==> config.mk <==
export PLATFORM = sky130hd
export DESIGN_NAME = glce_ctrl
export DESIGN_NICKNAME = d
export VERILOG_FILES = /design/src/hdl/glce_pkg.sv /design/src/hdl/glce_ctrl.sv
export SDC_FILE = /design/constraint.sdc
export NUM_CORES = 1
export LEC_CHECK = 0
export BUFFER_PORTS_ARGS = -buffer_cell sky130_fd_sc_hd__buf_2
export CAP_MARGIN = 20
export CORE_MARGIN = 8
export CORE_UTILIZATION = 30
export CTS_BUF_LIST = sky130_fd_sc_hd__clkbuf_8
export CTS_CLUSTER_SIZE = 24
export DETAILED_ROUTE_END_ITERATION = 8
export SETUP_SLACK_MARGIN = 0.15
export SYNTH_ARGS = -nofsm -noshare
export SYNTH_HDL_FRONTEND = slang
export SYNTH_SLANG_ARGS = --single-unit
==> constraint.sdc <==
create_clock -name aclk -period 2.1 [get_ports aclk]
set_input_delay 0.21 -clock aclk [delete_from_list [all_inputs] [get_ports aclk]]
set_output_delay 0.21 -clock aclk [all_outputs]
set_load 0.03 [all_outputs]
==> src/hdl/glce_pkg.sv <==
`default_nettype none
package glce_pkg;

    localparam int CODE_W  = 12;
    localparam int WIDTH_W = 4;
    localparam int PIX_W   = 8;
    localparam int MCS_W   = 4;
    localparam int NFC_W   = 13;
    localparam int TAG_W   = 8;
    localparam int WORD_W  = TAG_W + PIX_W + 2 * CODE_W;
    localparam logic [15:0] HASH_MULT = 16'd40503;
    localparam logic [WIDTH_W-1:0] MAX_WIDTH = 4'd12;
    localparam logic [MCS_W-1:0] MCS_RESET = 4'd8;
    localparam logic [TAG_W-1:0] TAG_FIRST = 8'd1;
    localparam logic [TAG_W-1:0] TAG_LAST  = 8'd255;

    typedef enum logic [3:0] {
        S_IDLE,
        S_START,
        S_PROBE,
        S_CHECK,
        S_MISS_EMIT,
        S_INSERT,
        S_FULL_EMIT,
        S_FLUSH_EMIT,
        S_EOI_EMIT
    } state_t;

    typedef enum logic [1:0] {
        EMIT_CLEAR,
        EMIT_PREFIX,
        EMIT_EOI
    } emit_sel_t;

    typedef struct packed {
        logic      accept;
        logic      hash_read;
        logic      probe_next;
        logic      take_hit;
        logic      insert;
        logic      restart;
        logic      start;
        logic      finish;
        logic      emit;
        emit_sel_t emit_sel;
        logic      emit_run_end;
    } cmd_t;

    typedef struct packed {
        logic started;
        logic sweeping;
        logic last;
        logic entry_valid;
        logic entry_match;
        logic full_next;
        logic out_free;
    } status_t;

    // clamp the minimum code size into 2..8
    function automatic logic [MCS_W-1:0] eff_mcs(input logic [MCS_W-1:0] v);
        logic [MCS_W-1:0] m;
        m = v;
        if (m < 4'd2) m = 4'd2;
        if (m > 4'd8) m = 4'd8;
        return m;
    endfunction

endpackage
`default_nettype wire

==> src/hdl/glce_ctrl.sv <==
`default_nettype none
module glce_ctrl (
    input  wire               aclk,
    input  wire               aresetn,
    input  wire               s_tvalid,
    output logic              s_tready,
    input  glce_pkg::status_t status,
    output glce_pkg::cmd_t    cmd
);

    glce_pkg::state_t state_reg, state_next;

    // state register
    always_ff @(posedge aclk) begin
        if (!aresetn) begin
            state_reg <= glce_pkg::S_IDLE;
        end else begin
            state_reg <= state_next;
        end
    end

    // next state
    always_comb begin
        state_next = state_reg;
        case (state_reg)
            glce_pkg::S_IDLE: begin
                if (s_tvalid && !status.sweeping) begin
                    state_next = status.started ? glce_pkg::S_PROBE : glce_pkg::S_START;
                end
            end
            glce_pkg::S_START: begin
                if (status.out_free) begin
                    state_next = status.last ? glce_pkg::S_FLUSH_EMIT : glce_pkg::S_IDLE;
                end
            end
            glce_pkg::S_PROBE: state_next = glce_pkg::S_CHECK;
            glce_pkg::S_CHECK: begin
                if (!status.entry_valid) begin
                    state_next = glce_pkg::S_MISS_EMIT;
                end else if (status.entry_match) begin
                    state_next = status.last ? glce_pkg::S_FLUSH_EMIT : glce_pkg::S_IDLE;
                end
            end
            glce_pkg::S_MISS_EMIT: begin
                if (status.out_free) state_next = glce_pkg::S_INSERT;
            end
            glce_pkg::S_INSERT: begin
                if (status.full_next) begin
                    state_next = glce_pkg::S_FULL_EMIT;
                end else begin
                    state_next = status.last ? glce_pkg::S_FLUSH_EMIT : glce_pkg::S_IDLE;
                end
            end
            glce_pkg::S_FULL_EMIT: begin
                if (status.out_free) begin
                    state_next = status.last ? glce_pkg::S_FLUSH_EMIT : glce_pkg::S_IDLE;
                end
            end
            glce_pkg::S_FLUSH_EMIT: begin
                if (status.out_free) state_next = glce_pkg::S_EOI_EMIT;
            end
            glce_pkg::S_EOI_EMIT: begin
                if (status.out_free) state_next = glce_pkg::S_IDLE;
            end
            default: state_next = glce_pkg::S_IDLE;
        endcase
    end

    // commands
    always_comb begin
        cmd = '0;
        cmd.emit_sel = glce_pkg::EMIT_PREFIX;
        s_tready = 1'b0;
        case (state_reg)
            glce_pkg::S_IDLE: begin
                s_tready   = !status.sweeping;
                cmd.accept = s_tvalid && !status.sweeping;
            end
            glce_pkg::S_START: begin
                cmd.emit         = status.out_free;
                cmd.start        = status.out_free;
                cmd.emit_sel     = glce_pkg::EMIT_CLEAR;
                cmd.emit_run_end = !status.last;
            end
            glce_pkg::S_PROBE: cmd.hash_read = 1'b1;
            glce_pkg::S_CHECK: begin
                cmd.take_hit   = status.entry_valid && status.entry_match;
                cmd.probe_next = status.entry_valid && !status.entry_match;
            end
            glce_pkg::S_MISS_EMIT: begin
                cmd.emit         = status.out_free;
                cmd.emit_sel     = glce_pkg::EMIT_PREFIX;
                cmd.emit_run_end = !status.last && !status.full_next;
            end
            glce_pkg::S_INSERT: cmd.insert = 1'b1;
            glce_pkg::S_FULL_EMIT: begin
                cmd.emit         = status.out_free;
                cmd.restart      = status.out_free;
                cmd.emit_sel     = glce_pkg::EMIT_CLEAR;
                cmd.emit_run_end = !status.last;
            end
            glce_pkg::S_FLUSH_EMIT: begin
                cmd.emit     = status.out_free;
                cmd.emit_sel = glce_pkg::EMIT_PREFIX;
            end
            glce_pkg::S_EOI_EMIT: begin
                cmd.emit         = status.out_free;
                cmd.finish       = status.out_free;
                cmd.emit_sel     = glce_pkg::EMIT_EOI;
                cmd.emit_run_end = 1'b1;
            end
            default: cmd = '0;
        endcase
    end

endmodule
`default_nettype wire

* After elaboration in Yosys (flattened, before gate mapping)
Index checks and enable logic that the tools add are counted.
Operators by class: bitwise gates (word level) 0, $add $sub $neg 0, muxes and demuxes 21, reductions and logical operators 13, divide/modulo/power cells 0, equal/unequal tests 14, multiply operators 0, magnitude comparators 0, shifts and indexed selects 0
Operator list (number):
- case mux 4 bit (8 select lines) | 1
- two-way mux 4 bit | 7
- equality test 4 x 3 -> 1 bit, second input constant | 4
- case mux 3 bit (4 select lines) | 1
- equality test 4 x 2 -> 1 bit, second input constant | 2
- != test 2 bit, second input constant | 4
- two-way mux 1 bit | 7
- two-way mux 3 bit | 2
- AND reduction 6 bit | 1
- equality test 4 x 1 -> 1 bit, second input constant | 1
- equality test 4 bit, second input constant | 1
- logical AND 1 bit | 4
- zero test 1 bit | 4
- zero test 4 bit | 1
- two-way mux 2 bit | 2
- OR reduction 2 bit | 2
- OR reduction 4 bit | 1
- != test 3 bit, second input constant | 1
- case mux 1 bit (3 select lines) | 1
- != test 2 x 1 -> 1 bit, second input constant | 1
Word-level totals: register bits after elaboration 4, bits in writable memories 0, bits in latches 0, output and inout port bits 13, memories kept 0, bits in read-only memories 0

* Depth between registers and ports, before layout
Gate-level depths: netlist (run 1).
depth after elaboration 4, depth in mapped cells 6

* Worst setup path after synthesis (run 1)
Ideal clock, no wire load.
kind register to output, start register state_reg[0], end output port cmd[3] (netlist name), cell stages (with the launch flop) 5, path buffers 1, setup slack 27 ps, arrival 1863 ps, path through dfxtp_1 -> buf_2 -> nor4b_2 -> nor4_2 -> nor2b_1
RTL lines:
- start: declaration | RTL line glce_ctrl.sv:11 | glce_pkg::state_t state_reg, state_next;
- start signal: assignment | RTL line glce_ctrl.sv:16 | state_reg <= glce_pkg::S_IDLE;
- start signal: assignment | RTL line glce_ctrl.sv:18 | state_reg <= state_next;
- end: declaration | RTL line glce_ctrl.sv:8 | output glce_pkg::cmd_t cmd

==> metrics.csv, run 1 <==
metric,value,unit
status,completed,
hold_viol,0,
worstSetupPathType,reg2out,
routed_wl,1560,µm
ys_seq_area_share,14.4,%
leakagePower,0.000336,µW
wl_met1,746,µm
cts_buffers,3,
synthTopCellsByCount,"nor2_1 (8), nand2_1 (7)",
gp_congestion,0.844,
routed_via_density,5.22,
ant_nets,0,
cts_sinks,4,
synth_top_area_cell,dfxtp_1,
tritoncts,yes,
hp-class,in2reg,
grt_max_degree,18,
critical_path.top_delay_family,simple AND/OR/NAND/NOR gates,
fp.dieH,59.0,µm
layout_setup_ws,0.240,ns
post-cts-setup-buffer-count,0,
fin_crit,1.86,ns
dp_hpwl,1190,µm
start_util,32.1,%
groute.usage.overall,9.26,%
start_kind,register,
synth_top_area_share,14.4,%
synthMostInstantiatedCell,nor2_1,
first_global_vias,568,
rsz0062_at_grt,false,
grt_pass1_wl,2600,µm
whs,0.313,ns
clockBufferDepth,2,
nNetsFinal,107,
synthCells,75,
tns,0,ns
crit_path_start,state_reg[0],
row_count,15,
synth.area.top_cells,"dfxtp_1 (14%), mux2i_1 (7.2%), nor2_1 (5.4%)",
synth.avg_cell_area,7.39,µm²
postCtsHoldBufs,0,
reg2reg_depth,4,
synth-seq-cells,4,
fin_area,751,µm²
cp_slowest_cell,or4_4,
ir_worst_vdd,0.000579,V
cp_cell_sequence,"or4_4, nor2_1, and2_1, buf_2",
antenna_found_initial,0,
syn-num-nets,85,
wl_per_cell,13.0,µm
vias,626,
yosys_warnings,0,
fin_crit_sh,88.6,%
slew_headroom,75.3,%
synthFlopType,dfxtp_1,
clock_skew,0.00296,ns
drt_iter0_drc,9,
cap_violations,0,
max_stage_delay,0.59,ns
critPathCapture,cmd[11],
cp_max_fo,10,
r2r-end,state_reg[2],
largest_reg_flops,4,
syn2layout_area_growth,35.4,%
cp.depth,4,
arrival,1.65,ns
drive_gt1_share,41.1,%
clkLatencyLatePin,0.21,ns
core-area,1730,µm²
synth_edf_count,0,
syn-cell-area,554,µm²
gr-total-overflow,0,
first_pass_iters,4,
wl_met2,677,µm
finalSetupViolCount,0,
die_w,59.0,µm
ios,23,
pre_cts_ws,0.364,ns
postPlaceCellArea,696,µm²
worst_slew_pin_slew,0.368,ns
clock.fmax,0.538,GHz
dr_wl_met3,131,µm
cts-root-buf,clkbuf_8,
htree_levels,1,
r2r-start,state_reg[0],
powerDensity,1090,nW/µm²
async_flop_share,0,%
port_buffers,22,
dieArea,3480,µm²
clk_pin_slew,0.03,ns
required,1.89,ns
critical_path_buf_inv_count,1,
antenna_cells_inserted,0,
routed.top_layer,met3,
ff2ff_setup_slack,0.49,ns
critPathCaptureType,output pin,
ys_types,38,
slew_violations,0,
drcViolationCount,0,
==> area by class of cell <==
type                            instances  area, µm²
Fill cell                             194        976
Multi-Input combinational cell         61        458
Timing Repair Buffer                   24        125
Sequential cell                         4       83.8
Clock buffer                            3       41.3
Tap cell                               25       31.3
Inverter                                3       11.3
==> tightest hold or removal path, delay by kind of cell <==
kind                   cells  cell delay [ns]
buffers and inverters      1             0.14
muxes                      1             0.05
and+or+nand+nor            1             0.07
==> per-layer routing <==
| metal | vias up | track usage, % |
|---|---|---|
| met2 | 21 | 14.2 |
| li1 | 317 | - |
| met1 | 288 | 11.6 |
| met4 | 0 | 2.05 |
| met5 | - | 0 |
| met3 | 0 | 3.90 |
==> cells by family after synthesis <==
kind of cell           synth area share (%)
muxes                                  7.22
buffers and inverters                  7.67
and+or+nand+nor                        49.7
DFF                                    14.4
AOI/OAI and AO/OA                      21.0
==> worst min path at each step <==
stage	start	cells past startpoint	slack, ns	endpoint
CTS	aresetn	3	0.31	state_reg[1]
global route	aresetn	3	0.32	state_reg[2]
detailed placement	aresetn	3	0.54	state_reg[2]
finish	aresetn	3	0.31	state_reg[2]
floorplan	aresetn	2	0.36	state_reg[3]
global placement	aresetn	3	0.53	state_reg[2]
==> where the power goes <==
group          leakage (µW)  switching [µW]  internal [µW]
Sequential        0.0000340            66.9           97.2
Combinational      0.000280             271            225
Clock             0.0000216            33.7            122
Total              0.000336             371            444
==> cell usage in the layout, fill, tap and decap left out <==
master | netlist | routed
o22a_1 | 1 | 1
or4_4 | 0 | 1
nand4_1 | 1 | 1
o32ai_1 | 2 | 2
nor4b_4 | 0 | 1
o21ai_2 | 1 | 1
a21oi_1 | 1 | 1
a221oi_1 | 1 | 1
nor4bb_1 | 1 | 1
nand2b_1 | 3 | 3
inv_1 | 3 | 3
and2_1 | 3 | 3
o41ai_2 | 0 | 1
nand2_1 | 7 | 7
nor2b_1 | 4 | 4
and4b_1 | 1 | 1
and3b_1 | 1 | 1
nor4_1 | 1 | 1
a211o_1 | 1 | 1
nor4b_2 | 2 | 2
mux2i_1 | 4 | 4
or2_1 | 1 | 1
o21a_2 | 1 | 1
nor3_1 | 1 | 1
o21ai_0 | 3 | 3
nor2_1 | 8 | 8
dfxtp_1 | 4 | 1
o2111ai_1 | 1 | 1
nor3b_1 | 2 | 2
a21bo_2 | 1 | 1
buf_2 | 4 | 22
clkbuf_8 | 0 | 3
or4b_1 | 1 | 1
buf_4 | 0 | 2
dfxtp_2 | 0 | 3
and4bb_1 | 1 | 1
nor4_2 | 1 | 1
nand3b_1 | 1 | 1
a211oi_1 | 1 | 1
==> through the flow <==
step / total power [µW] / util, % / std cells
after floorplan: 532 / - / 75
after global placement: 640 / 40.3 / 117
after detailed placement: 645 / 40.3 / 117
after CTS: 809 / 42.8 / 120
after global routing: 881 / 43.5 / 120
final: 816 / 43.5 / 120
==> what timing repair did <==
| item | 4_1_cts | 5_1_grt |
|---|---|---|
| setup endpoints to repair | 1 | 3 |
| pin swaps | 0 | 0 |
| resized for setup | 1 | 4 |
Note: power is estimated with default switching activity, not from simulation.
==> run 2, diff against run 1 <==
--- a/config.mk
+++ b/config.mk
@@ -9,7 +9,6 @@
 export CAP_MARGIN = 20
 export CORE_MARGIN = 8
 export CORE_UTILIZATION = 30
-export CTS_BUF_LIST = sky130_fd_sc_hd__clkbuf_8
 export CTS_CLUSTER_SIZE = 24
 export DETAILED_ROUTE_END_ITERATION = 8
 export SETUP_SLACK_MARGIN = 0.15
==> run 2 against run 1 <==
Against the previous run:
- design area decreased by 2.3%
- hold slack got worse by 0.015 ns
- first-iteration DRC count fell by 33%
- critical endpoint unchanged
==> metrics.csv, run 2 (synthesis gave the netlist of run 1 again) <==
metric,value,unit
status,completed,
first_global_vias,571,
cts_sinks,4,
r2r-end,state_reg[2],
largest_reg_flops,4,
dp_hpwl,1190,µm
clk_pin_slew,0.04,ns
fin_crit,1.84,ns
grt_max_degree,18,
core-area,1730,µm²
max_stage_delay,0.56,ns
ir_worst_vdd,0.000501,V
nNetsFinal,107,
tritoncts,yes,
drive_gt1_share,42.1,%
syn2layout_area_growth,32.3,%
powerDensity,1030,nW/µm²
gp_congestion,0.844,
gr-total-overflow,0,
postCtsHoldBufs,0,
reg2reg_depth,4,
routed_via_density,5.17,
clkLatencyLatePin,0.23,ns
mostFrequentLayoutCell,buf_2,
clock_skew,0.00381,ns
wl_per_cell,12.9,µm
hold_depth,3,
vias,620,
ant_nets,0,
grt_pass1_wl,2540,µm
fp.dieH,59.0,µm
cts-root-buf,clkbuf_4,
arrival,1.63,ns
start_util,32.1,%
cp_cell_sequence,"or4_4, nor2_1, and2_1, buf_2",
finalSetupViolCount,0,
routed_wl,1550,µm
hold-path-endpoint,state_reg[1],
cp_slowest_cell,or4_4,
first_pass_iters,4,
hold_viol,0,
dieArea,3480,µm²
hp-start,aresetn,
drcViolationCount,0,
die_w,59.0,µm
leakagePower,0.000329,µW
antenna_found_initial,0,
required,1.89,ns
slew_violations,0,
htree_levels,1,
groute.usage.overall,8.99,%
cp_max_fo,16,
port_buffers,22,
clock.fmax,0.544,GHz
ios,23,
antenna_cells_inserted,0,
fin_area,733,µm²
worstSetupPathType,reg2out,
critPathCaptureType,output pin,
whs,0.298,ns
clockBufferDepth,2,
ff2ff_setup_slack,0.50,ns
cts_buffers,3,
cap_violations,0,
drt_iter0_drc,6,
rsz0062_at_grt,false,
fin_crit_sh,87.5,%
power.total,754,µW
slew_headroom,75.4,%
worst_slew_pin_slew,0.366,ns
postPlaceCellArea,696,µm²
row_count,15,
r2r-start,state_reg[3],
start_kind,register,
tns,0,ns
final_cell_mix,"buf_2 (22), nor2_1 (8), nand2_1 (7)",
hp-class,in2reg,
## run 2: cell counts in the layout (fill, tap and decap cells not counted)
No cell type changed its count.
## run 2: final cells by class
class,count,area [µm²]
clock buffers,3,22.5
repair buffers,24,125
well taps,25,31.3
fillers,197,993
flip-flops and latches,4,85.1
inverters,3,11.3
multi-input cells,61,458
## run 2: repair_timing
action                     4_1_cts  5_1_grt
setup buffers                    0        0
setup endpoints to repair        2        2
cloned                           0        0
resized for setup                2        4
## run 2: where the power goes
group          internal [µW]  switching (µW)  total [µW]
sequential              99.0            67.3         166
combinational            226             270         496
clock                   63.7            28.5        92.2
total                    388             366         754
## run 2: worst max-delay path by stage
stage | slack [ns] | end | cells after the start | start
final | 0.26 | cmd[11] | 4 | state_reg[1]
after global routing | 0.19 | cmd[11] | 4 | state_reg[1]
after CTS | 0.14 | cmd[11] | 4 | state_reg[3]
after global placement | 0.40 | cmd[3] | 4 | state_reg[2]
after detailed placement | 0.36 | cmd[11] | 4 | state_reg[1]
after floorplan | 0.22 | cmd[11] | 3 | state_reg[3]
## run 2: critical path, delay by kind of cell, from the launching register on
kind,cells,cell delay (ns)
buffers and inverters,1,0.19
and+or+nand+nor,3,0.81
DFF,1,0.40
## run 2: metal layers
metal	wire length, µm	part of all wire [%]	global-route usage [%]
met5	0	0	0
met4	0	0	2.05
met2	665	43	14.0
met3	135	8.7	3.90
met1	750	48	11.0
## run 2: metrics by stage
| stage | instances | utilization, % | setup slack, ns |
|---|---|---|---|
| after global routing | 120 | 42.5 | 0.192 |
| final | 120 | 42.5 | 0.263 |
| after detailed placement | 117 | 40.3 | 0.364 |
| after global placement | 117 | 40.3 | 0.402 |
| after CTS | 120 | 41.7 | 0.140 |
| after floorplan | 75 | - | 0.216 |
